<file path="config.mk">
export PLATFORM = sky130hd
export DESIGN_NAME = key_scan_debounce_fifo_unit
export DESIGN_NICKNAME = d
export VERILOG_FILES = /design/src/rtl/core/ksdf_pkg.sv /design/src/rtl/core/key_scan_debounce_fifo_unit.sv /design/src/rtl/core/ksdf_scan.sv /design/src/rtl/core/ksdf_fifo.sv
export SDC_FILE = /design/constraint.sdc
export NUM_CORES = 1
export LEC_CHECK = 0
export ABC_AREA = 1
export ABC_CLOCK_PERIOD_IN_PS = 6800
export BUFFER_PORTS_ARGS = -buffer_cell sky130_fd_sc_hd__buf_2
export CORE_MARGIN = 2
export CORE_UTILIZATION = 50
export CTS_BUF_LIST = sky130_fd_sc_hd__clkbuf_4
export DETAILED_ROUTE_END_ITERATION = 10
export PLACE_DENSITY_LB_ADDON = 0.3
export RECOVER_POWER = 50
export REMOVE_ABC_BUFFERS = 1
export SLEW_MARGIN = 20
export SYNTH_ARGS = -nofsm -noshare
export SYNTH_HDL_FRONTEND = slang
export SYNTH_SLANG_ARGS = --single-unit
</file>
<file path="constraint.sdc">
create_clock -name clk_i -period 6.8 [get_ports clk_i]
set_input_delay 0.68 -clock clk_i [delete_from_list [all_inputs] [get_ports clk_i]]
set_output_delay 0.68 -clock clk_i [all_outputs]
set_load 0.02 [all_outputs]
</file>
<file path="src/rtl/core/ksdf_pkg.sv">
`timescale 1ns / 1ps

package ksdf_pkg;

  localparam int unsigned KeyW     = 8;
  localparam int unsigned CodeW    = 8;
  localparam int unsigned KeyCntW  = 4;
  localparam int unsigned DebW     = 16;
  localparam int unsigned LevelW   = 4;
  localparam int unsigned HeldW    = 3;
  localparam int unsigned CfgIdxW  = 2;
  localparam int unsigned CfgDataW = 64;
  localparam int unsigned OutDataW = 16;

  localparam logic [DebW-1:0] DebounceReset = 16'd20;

  localparam logic FuncTick = 1'b0;
  localparam logic FuncRead = 1'b1;

  typedef enum logic [CfgIdxW-1:0] {
    CFG_PRESS_MASK = 2'd0,
    CFG_KEY_COUNT  = 2'd1,
    CFG_KEY_CODES  = 2'd2,
    CFG_DEBOUNCE   = 2'd3
  } cfg_idx_e;

  typedef struct packed {
    logic             push;
    logic             dropped;
    logic             busy;
    logic [CodeW-1:0] code;
  } scan_res_t;

endpackage

</file>
<file path="src/rtl/core/key_scan_debounce_fifo_unit.sv">
// Debounced key scanner with a FIFO of key codes. Each input item is a 1 ms
// tick carrying the pin levels (tuser = 0) or a read that pops the oldest code
// (tuser = 1); every item yields exactly one result item. One item is taken
// per clock while the result register is empty or moving on: the scan state,
// FIFO pointers and code memory all update in the cycle the item is accepted.
// The result passes through a result register and an output register, so the
// input keeps accepting while one result waits on a stalled output. The user
// must write registers through cfg_we_i/cfg_idx_i/cfg_wdata_i only while no
// item is in flight; the block itself does not enforce this.
`timescale 1ns / 1ps

module key_scan_debounce_fifo_unit import ksdf_pkg::*; #(
  parameter int unsigned KEYS       = 8,
  parameter int unsigned FIFO_SLOTS = 16
) (
  input  logic                clk_i,
  input  logic                rst_ni,
  input  logic                cfg_we_i,
  input  logic [CfgIdxW-1:0]  cfg_idx_i,
  input  logic [CfgDataW-1:0] cfg_wdata_i,
  input  logic                s_axis_tvalid,
  output logic                s_axis_tready,
  input  logic [KeyW-1:0]     s_axis_tdata,  // key_levels[7:0]
  input  logic                s_axis_tuser,  // func
  output logic                m_axis_tvalid,
  input  logic                m_axis_tready,
  output logic [OutDataW-1:0] m_axis_tdata   // read_code[7:0], read_valid, key_stored,
                                             // key_dropped, fifo_level[3:0], scan_busy
);

  typedef struct packed {
    logic              busy;
    logic [LevelW-1:0] level;
    logic              dropped;
    logic              stored;
    logic              rvalid;
  } stage_t;

  logic              accept, tick, rd_req, pop, full;
  logic [LevelW-1:0] level;
  logic [CodeW-1:0]  rdata;
  scan_res_t         scan_res;

  logic                r_valid_q, o_valid_q, r_move;
  stage_t              r_q, r_d;
  logic [OutDataW-1:0] o_data_q;

  assign accept = s_axis_tvalid && s_axis_tready;
  assign tick   = accept && (s_axis_tuser == FuncTick);
  assign rd_req = accept && (s_axis_tuser == FuncRead);

  ksdf_scan #(.KEYS(KEYS)) u_scan (
    .clk_i       (clk_i),
    .rst_ni      (rst_ni),
    .cfg_we_i    (cfg_we_i),
    .cfg_idx_i   (cfg_idx_i),
    .cfg_wdata_i (cfg_wdata_i),
    .tick_i      (tick),
    .levels_i    (s_axis_tdata),
    .full_i      (full),
    .res_o       (scan_res)
  );

  ksdf_fifo #(.SLOTS(FIFO_SLOTS)) u_fifo (
    .clk_i     (clk_i),
    .rst_ni    (rst_ni),
    .push_i    (scan_res.push),
    .code_i    (scan_res.code),
    .pop_req_i (rd_req),
    .pop_o     (pop),
    .full_o    (full),
    .level_o   (level),
    .rdata_o   (rdata)
  );

  assign r_d.busy    = scan_res.busy;
  assign r_d.level   = level;
  assign r_d.dropped = scan_res.dropped;
  assign r_d.stored  = scan_res.push;
  assign r_d.rvalid  = pop;

  assign r_move        = r_valid_q && (!o_valid_q || m_axis_tready);
  assign s_axis_tready = !r_valid_q || r_move;
  assign m_axis_tvalid = o_valid_q;
  assign m_axis_tdata  = o_data_q;

  always_ff @(posedge clk_i or negedge rst_ni) begin
    if (!rst_ni) begin
      r_valid_q <= 1'b0;
      o_valid_q <= 1'b0;
    end else begin
      if (accept) begin
        r_valid_q <= 1'b1;
      end else if (r_move) begin
        r_valid_q <= 1'b0;
      end
      if (r_move) begin
        o_valid_q <= 1'b1;
      end else if (m_axis_tready) begin
        o_valid_q <= 1'b0;
      end
    end
  end

  always_ff @(posedge clk_i) begin
    if (accept) begin
      r_q <= r_d;
    end
    if (r_move) begin
      o_data_q <= {r_q.busy, r_q.level, r_q.dropped, r_q.stored, r_q.rvalid,
                   r_q.rvalid ? rdata : {CodeW{1'b0}}};
    end
  end

endmodule

</file>
<file path="src/rtl/core/ksdf_scan.sv">
`timescale 1ns / 1ps

module ksdf_scan import ksdf_pkg::*; #(
  parameter int unsigned KEYS = 8
) (
  input  logic                clk_i,
  input  logic                rst_ni,
  input  logic                cfg_we_i,
  input  logic [CfgIdxW-1:0]  cfg_idx_i,
  input  logic [CfgDataW-1:0] cfg_wdata_i,
  input  logic                tick_i,
  input  logic [KeyW-1:0]     levels_i,
  input  logic                full_i,
  output scan_res_t           res_o
);

  typedef enum logic [1:0] {
    MODE_IDLE     = 2'd0,
    MODE_DEBOUNCE = 2'd1,
    MODE_RELEASE  = 2'd2
  } mode_e;

  localparam logic [KeyCntW-1:0] KeysMax = KeyCntW'(KEYS);

  logic [KeyW-1:0]     mask_q;
  logic [KeyCntW-1:0]  count_q;
  logic [CfgDataW-1:0] codes_q;
  logic [DebW-1:0]     deb_q;

  mode_e              mode_q, mode_d;
  logic [HeldW-1:0]   held_q, held_d;
  logic [DebW-1:0]    wait_q, wait_d;

  logic [KeyCntW-1:0] scan_n;
  logic [KEYS-1:0]    hit;
  logic [HeldW-1:0]   pick;
  logic               push, dropped;

  assign scan_n = (count_q > KeysMax) ? KeysMax : count_q;

  always_comb begin
    hit  = '0;
    pick = '0;
    for (int k = KEYS - 1; k >= 0; k--) begin
      hit[k] = (KeyCntW'(k) < scan_n) && (levels_i[k] == mask_q[k]);
      if (hit[k]) begin
        pick = HeldW'(k);
      end
    end
  end

  always_comb begin
    mode_d  = mode_q;
    held_d  = held_q;
    wait_d  = wait_q;
    push    = 1'b0;
    dropped = 1'b0;
    if (tick_i) begin
      unique case (mode_q)
        MODE_IDLE: begin
          if (|hit) begin
            held_d = pick;
            wait_d = deb_q;
            mode_d = (deb_q == '0) ? MODE_RELEASE : MODE_DEBOUNCE;
          end
        end
        MODE_DEBOUNCE: begin
          if (wait_q != '0) begin
            wait_d = wait_q - DebW'(1);
          end
          if (wait_q <= DebW'(1)) begin
            mode_d = MODE_RELEASE;
          end
        end
        MODE_RELEASE: begin
          if (levels_i[held_q] != mask_q[held_q]) begin
            if (full_i) begin
              dropped = 1'b1;
            end else begin
              push = 1'b1;
            end
            mode_d = MODE_IDLE;
          end
        end
        default: mode_d = MODE_IDLE;
      endcase
    end
  end

  assign res_o.push    = push;
  assign res_o.dropped = dropped;
  assign res_o.busy    = (mode_d != MODE_IDLE);
  assign res_o.code    = codes_q[{held_q, 3'b000} +: CodeW];

  always_ff @(posedge clk_i or negedge rst_ni) begin
    if (!rst_ni) begin
      mask_q  <= '0;
      count_q <= '0;
      codes_q <= '0;
      deb_q   <= DebounceReset;
      mode_q  <= MODE_IDLE;
      held_q  <= '0;
      wait_q  <= '0;
    end else begin
      if (cfg_we_i) begin
        unique case (cfg_idx_e'(cfg_idx_i))
          CFG_PRESS_MASK: mask_q  <= cfg_wdata_i[KeyW-1:0];
          CFG_KEY_COUNT:  count_q <= cfg_wdata_i[KeyCntW-1:0];
          CFG_KEY_CODES:  codes_q <= cfg_wdata_i;
          CFG_DEBOUNCE:   deb_q   <= cfg_wdata_i[DebW-1:0];
        endcase
      end
      mode_q <= mode_d;
      held_q <= held_d;
      wait_q <= wait_d;
    end
  end

endmodule

</file>
<file path="src/rtl/core/ksdf_fifo.sv">
`timescale 1ns / 1ps

module ksdf_fifo import ksdf_pkg::*; #(
  parameter int unsigned SLOTS = 16
) (
  input  logic              clk_i,
  input  logic              rst_ni,
  input  logic              push_i,
  input  logic [CodeW-1:0]  code_i,
  input  logic              pop_req_i,
  output logic              pop_o,
  output logic              full_o,
  output logic [LevelW-1:0] level_o,
  output logic [CodeW-1:0]  rdata_o
);

  localparam int unsigned PtrW = (SLOTS > 1) ? $clog2(SLOTS) : 1;
  localparam int unsigned CntW = (PtrW + 1 > LevelW) ? PtrW + 1 : LevelW;
  localparam logic [PtrW-1:0] LastPtr = PtrW'(SLOTS - 1);
  localparam logic [CntW-1:0] SlotsC  = CntW'(SLOTS);

  logic [CodeW-1:0] mem_q [SLOTS];
  logic [CodeW-1:0] rdata_q;
  logic [PtrW-1:0]  wr_q, wr_d, rd_q, rd_d, wr_next, rd_next;
  logic [CntW-1:0]  wr_e, rd_e, cnt;
  logic             empty;

  assign wr_next = (wr_q == LastPtr) ? '0 : wr_q + PtrW'(1);
  assign rd_next = (rd_q == LastPtr) ? '0 : rd_q + PtrW'(1);
  assign empty   = (rd_q == wr_q);
  assign full_o  = (rd_q == wr_next);
  assign pop_o   = pop_req_i && !empty;
  assign wr_d    = push_i ? wr_next : wr_q;
  assign rd_d    = pop_o ? rd_next : rd_q;

  assign wr_e    = CntW'(wr_d);
  assign rd_e    = CntW'(rd_d);
  assign cnt     = (wr_e >= rd_e) ? (wr_e - rd_e) : (wr_e + SlotsC - rd_e);
  assign level_o = cnt[LevelW-1:0];
  assign rdata_o = rdata_q;

  always_ff @(posedge clk_i or negedge rst_ni) begin
    if (!rst_ni) begin
      wr_q <= '0;
      rd_q <= '0;
    end else begin
      wr_q <= wr_d;
      rd_q <= rd_d;
    end
  end

  always_ff @(posedge clk_i) begin
    if (push_i) begin
      mem_q[wr_q] <= code_i;
    end
    if (pop_o) begin
      rdata_q <= mem_q[rd_q];
    end
  end

endmodule

</file>
# Yosys cells after proc, flatten, opt, wreduce, memory -nomap -nowiden
# Memories as Yosys holds them, arrays and structs flattened. A register that Yosys moved wholly into a read port is not among the register bits.
# Index checks and enable logic that the tools add are counted.
classes:
  addsub: 6
  order_cmp: 12
  eq_ne: 20
  shifts: 1
  n_mux: 38
  bitwise_logic: 1
  n_reduce_logical: 34
ops:
  columns: ["op", "n"]
  rows:
  - ["variable part select 64 x 7 -> 8 bit", 1]
  - ["two-way mux 16 bit", 2]
  - ["case mux 16 bit (2 select lines)", 1]
  - ["two-way mux 3 bit", 8]
  - ["two-way mux 4 bit", 6]
  - ["<= comparator 16 x 1 -> 1 bit, second input constant", 1]
  - ["logical NOT 16 bit", 1]
  - ["less-than comparator 3 x 4 -> 1 bit, first input constant", 4]
  - ["nonzero test 16 bit", 1]
  - ["subtractor 16 x 1 -> 16 bit, second input constant", 1]
  - ["logical AND 1 bit", 13]
  - ["two-way mux 1 bit", 13]
  - ["adder 4 x 1 -> 4 bit, second input constant", 3]
  - ["two-way mux 2 bit", 5]
  - ["== test 1 bit", 8]
  - ["== test 4 bit", 2]
  - ["== test 4 bit, second input constant", 2]
  - ["less-than comparator 1 x 4 -> 1 bit, first input constant", 2]
  - ["less-than comparator 2 x 4 -> 1 bit, first input constant", 2]
  - ["AND reduction 2 bit", 4]
  - ["nonzero test 2 bit", 4]
  - ["OR reduction 8 bit", 1]
  - ["subtractor 4 bit", 2]
  - ["binary-select mux 1 bit (select 3 bit)", 2]
  - ["other kinds (14)", 23]
totals:
  ff_bits: 147
  ramBits: 128
  out_inout_bits: 18
  elab_cells: 131
  mem_count: 1
memory_table:
  columns: ["name", "words", "width", "read_ports", "rd_clocked_by_memory_dff", "write_ports", "line_no", "text"]
  rows:
  - ["u_fifo.mem_q", 16, 8, 1, 1, 1, "ksdf_fifo.sv:22", "logic [CodeW-1:0] mem_q [SLOTS];"]

# Logic depth before layout (Yosys ltp)
logic_depth:
  depth_word: 12
  ltp_mapped: 24
  ltp_nobuf: 24

# Cells and area by module
# From an unflattened synthesis, not the netlist that was laid out.
hier_totals:
  hier_cells: 1267
  hier_area_um2: 12924.9
by_module_without_submodules:
  columns: ["module", "n_inst", "cells_per_inst", "area_each_um2", "seq_area_each_um2"]
  rows:
  - ["ksdf_scan", 1, 726, 6032.0, 2830.2]
  - ["ksdf_fifo", 1, 486, 6004.5, 4284.1]
  - ["key_scan_debounce_fifo_unit", 1, 55, 888.4, 770.7]

# Least setup slack after synthesis
# OpenSTA, ideal clock, no wires.
synth_timing:
  path_type: "input -> register"
  startpoint: "input port m_axis_tready"
  endpoint: "register r_q[6] in the netlist's numbering (data pin)"
  t_arrival_ns: 2.802
  t_required_ns: 6.547
  slack_ns: 3.745
  cell_stages: 20
  n_path_buf: 0
  path_cell_list: "inv_2 > nand3_2 > nand2_1 > inv_1 > nand2_2 > nor3_4 > nand3_4 > inv_8 > nand2_4 > nand2_1 > nand2_1 > ha_1 > nand2_1 > nand2_1 > a31oi_1 > nand3_1 > nand2_1 > inv_1 > nand3_1 > nand2_1"
synth_lines:
  columns: ["element", "line_no", "text"]
  rows:
  - ["start, declared", "key_scan_debounce_fifo_unit.sv:26", "input logic m_axis_tready,"]
  - ["end signal, assigned", "key_scan_debounce_fifo_unit.sv:107", "r_q <= r_d;"]
  - ["end, declared", "key_scan_debounce_fifo_unit.sv:45", "stage_t r_q, r_d;"]

==> run metrics <==
total grt overflow=0; failing checks=max-capacitance violations, max-slew violations; Sw Ratio=between 30 and 40%; r2r startpoint=u_fifo.rd_q[2]; core area=around 0.025 mm2; post-DR wirelength/cell=roughly 17 um; die height=roughly 160 um; 1st-pass router iterations=5; Yosys warning count=0; maximum VDD drop=around 0.00021 V; Clock transition at path regs=0.06 ns; part of the power in registers=between 40 and 50%; Hold WC Path Type=in2reg; Cell Area, Synth=between 0.01 and 0.015 mm2; CTS Buffer Depth=3; drt initial violations=~780; NumNets Final=1,465; pwr dens=between 400 and 500 mW/mm2; total global-route track usage=between 20% and 30%; Routed Antenna Nets=0; critical-path cell list=clkbuf_1, clkbuf_2; CTS HTree Levels=3; WHS=about 0.24 ns; Root Buffer=clkbuf_4; hold path startpoint=cfg_wdata_i[33]; synth unique cells=40; Setup violations, final=0; FP Rows=58; Starting Density=50.8%; cell class contributing the biggest share of worst-path delay=buffers and inverters; worst-margin pin slew=between 3 and 4 ns; largest net degree at the start of global routing=between 80 and 90; Arr. time, crit path=between 4 and 5 ns; Setup WS pre-CTS=~3.1 ns; period utilisation layout=59.1%; Avg Inst Size Synth=between 10 and 15 um2; R2R setup slack=between 2 and 3 ns; critical path buffer and inverter count=2; Seq/Total Area, Yosys=61.8%; highest achievable clock rate=between 200 and 250 MHz; DIE AREA=between 0.02 and 0.03 mm2; Final WS setup=roughly 2.8 ns; buffers inserted by post-CTS timing repair=0; post-route insts no fill=around 1,800; Largest stage delay, worst path=roughly 2.2 ns; # IOs=98; most common library cell in the layout ignoring fill and taps=nand2_1; CP startpoint=rst_ni; critical path endpoint category=asynchronous set/reset pin; max cap viols=3; # hold bufs at CTS=0; cell count along the critical path=2; switching power=2.20 mW; Hold Vio Cnt, Final=0; CTS tree=yes; internal power=about 3.7 mW; IO Port Bufs=97; GPL Wtd Cong=0.905; post-DR vias/cell=between 5 and 6; Synth Register Bits=between 200 and 300; hpwl dp=19,600 um; dpl cells=roughly 1,600; CP Max Fanout=between 60 and 70; global-route wire length before repair=roughly 48,000 um; vias in the first global route=9,427; Sink Count=between 200 and 300; cell at the slowest stage of the critical path=clkbuf_1; startpoint types=primary input; unrepaired setup endpoints after global routing=no; Clk pwr share=a little over a quarter; via count=roughly 9,500; Area Growth Syn to Fin=13.4%; R2R Path End=r_q[6]; critical setup path kind=in2async; Die W=approximately 160 um; post-cts sizing count=0; Reg2Reg Depth=17; min Tclk post-route=~4.0 ns; Layout Skew=around 0.036 ns; end of the critical path=u_fifo.rd_q[0]; leakage=roughly 6.1 nW; total CTS buffers=74; combinational cell fraction of total power=32.3%; gate count after technology mapping=1,250; layout cell share with drive strength beyond 1=between 20% and 30%; fillcell total=approximately 2,200; run status=finished, violations left; clock latency on the worst-skew pair=around 0.68 ns; Total Wirelength=about 30,000 um; final slew viol count=207; CP required=just over 7 ns; Sum Neg Setup Slack=0 ns; initial antenna violation count=1; most frequent cells in the layout=nand2_1, nor2_1, o21ai_0; DRC viols=0; Worst slew margin=-144%
cell families after synthesis:
group           count (synthesis)  share of synthesized area, %
buf+inv                       158                          5.04
simple gates                  495                          16.1
mux                            48                          4.24
flops                         283                          61.8
xor+xnor                       12                         0.824
compound gates                243                          10.8
fa+ha+maj                      11                          1.14
registers in the layout (all words and copies together) (netlist names):
register,cells
u_scan.codes_q,64
u_fifo.rd_q,4
u_scan.mask_q,8
u_scan.wait_q,16
m_axis_tdata,16
u_scan.held_q,3
r_q,8
u_scan.count_q,4
u_scan.deb_q,16
m_axis_tvalid,1
u_scan.mode_q,2
u_fifo.rdata_o,8
r_valid_q,1
u_fifo.wr_q,4
u_fifo.mem_q,128
per-layer routing:
layer	track usage [%]	share of wire, %	vias to the layer above
met1	29.6	42	4497
met4	9.97	3.5	0
met2	37.1	48	338
met5	0	0	-
met3	5.35	6.5	84
li1	-	-	4571
worst min path at each step:
stage / end / cells past startpoint
6_report: u_scan.codes_q[33] / 2
4_1_cts: u_scan.codes_q[42] / 1
5_1_grt: u_scan.codes_q[42] / 2
3_3_place_gp: m_axis_tdata[12] / 0
3_5_place_dp: m_axis_tdata[11] / 0
2_1_floorplan: m_axis_tvalid / 0
power by group through the flow:
stage / combinational, mW / sequential [mW] / clock, mW
global placement: 1.85 / 2.47 / 0
floorplan: 1.15 / 2.51 / 0
detailed placement: 1.90 / 2.48 / 0
global route: 2.13 / 2.48 / 1.67
finish: 1.90 / 2.45 / 1.54
CTS: 1.90 / 2.44 / 1.58
area by class of cell:
type / instances / area [um2] / area share [%]
diodes: 2 / 5.00 / 0.0346
clock buffers: 118 / 886 / 6.13
clock inverters: 13 / 106 / 0.735
inverters: 99 / 379 / 2.62
multi-input cells: 809 / 4260 / 29.5
flip-flops and latches: 283 / 7890 / 54.5
well taps: 330 / 413 / 2.86
repair buffers: 107 / 526 / 3.63
through the flow:
| step | instance area, um2 | util [%] | power, mW |
|---|---|---|---|
| 2_1_floorplan | 12500 | - | 3.66 |
| 6_report | 14500 | 57.6 | 5.89 |
| 3_3_place_gp | 13500 | 53.8 | 4.32 |
| 4_1_cts | 14500 | 57.8 | 5.93 |
| 5_1_grt | 14500 | 57.6 | 6.27 |
| 3_5_place_dp | 13500 | 53.8 | 4.37 |
cell usage after synthesis:
library cell,n,area [um2]
a31oi_1,11,68.8
inv_2,7,26.3
nand2_1,222,833
or2_2,1,6.26
nor3_1,3,15.0
nand3_4,1,17.5
fa_1,1,20.0
nand2_4,6,67.6
o21ai_0,167,836
edfxtp_1,160,4800
buf_1,4,15.0
inv_1,90,338
o211ai_2,1,12.5
a21oi_1,8,40.0
o211ai_1,3,22.5
nor4_1,2,12.5
nor2_1,182,683
ha_1,10,125
dfrtp_1,121,3030
clkbuf_1,40,150
buf_6,3,33.8
xnor2_1,6,52.6
nor3_4,1,16.3
o21ai_2,1,8.76
o21bai_1,1,7.51
clkinv_1,1,3.75
nand3_2,1,10.0
xor2_1,6,52.6
o21ai_1,11,55.1
o22ai_1,11,68.8
buf_2,10,50.1
nand4_1,6,37.5
inv_8,1,11.3
o221ai_1,29,254
nand2_2,5,31.3
nand3_1,63,315
mux2_2,48,541
nor2_2,2,12.5
dfstp_2,2,52.6
buf_4,2,15.0
No activity file was read; power rests on OpenSTA's default activity.
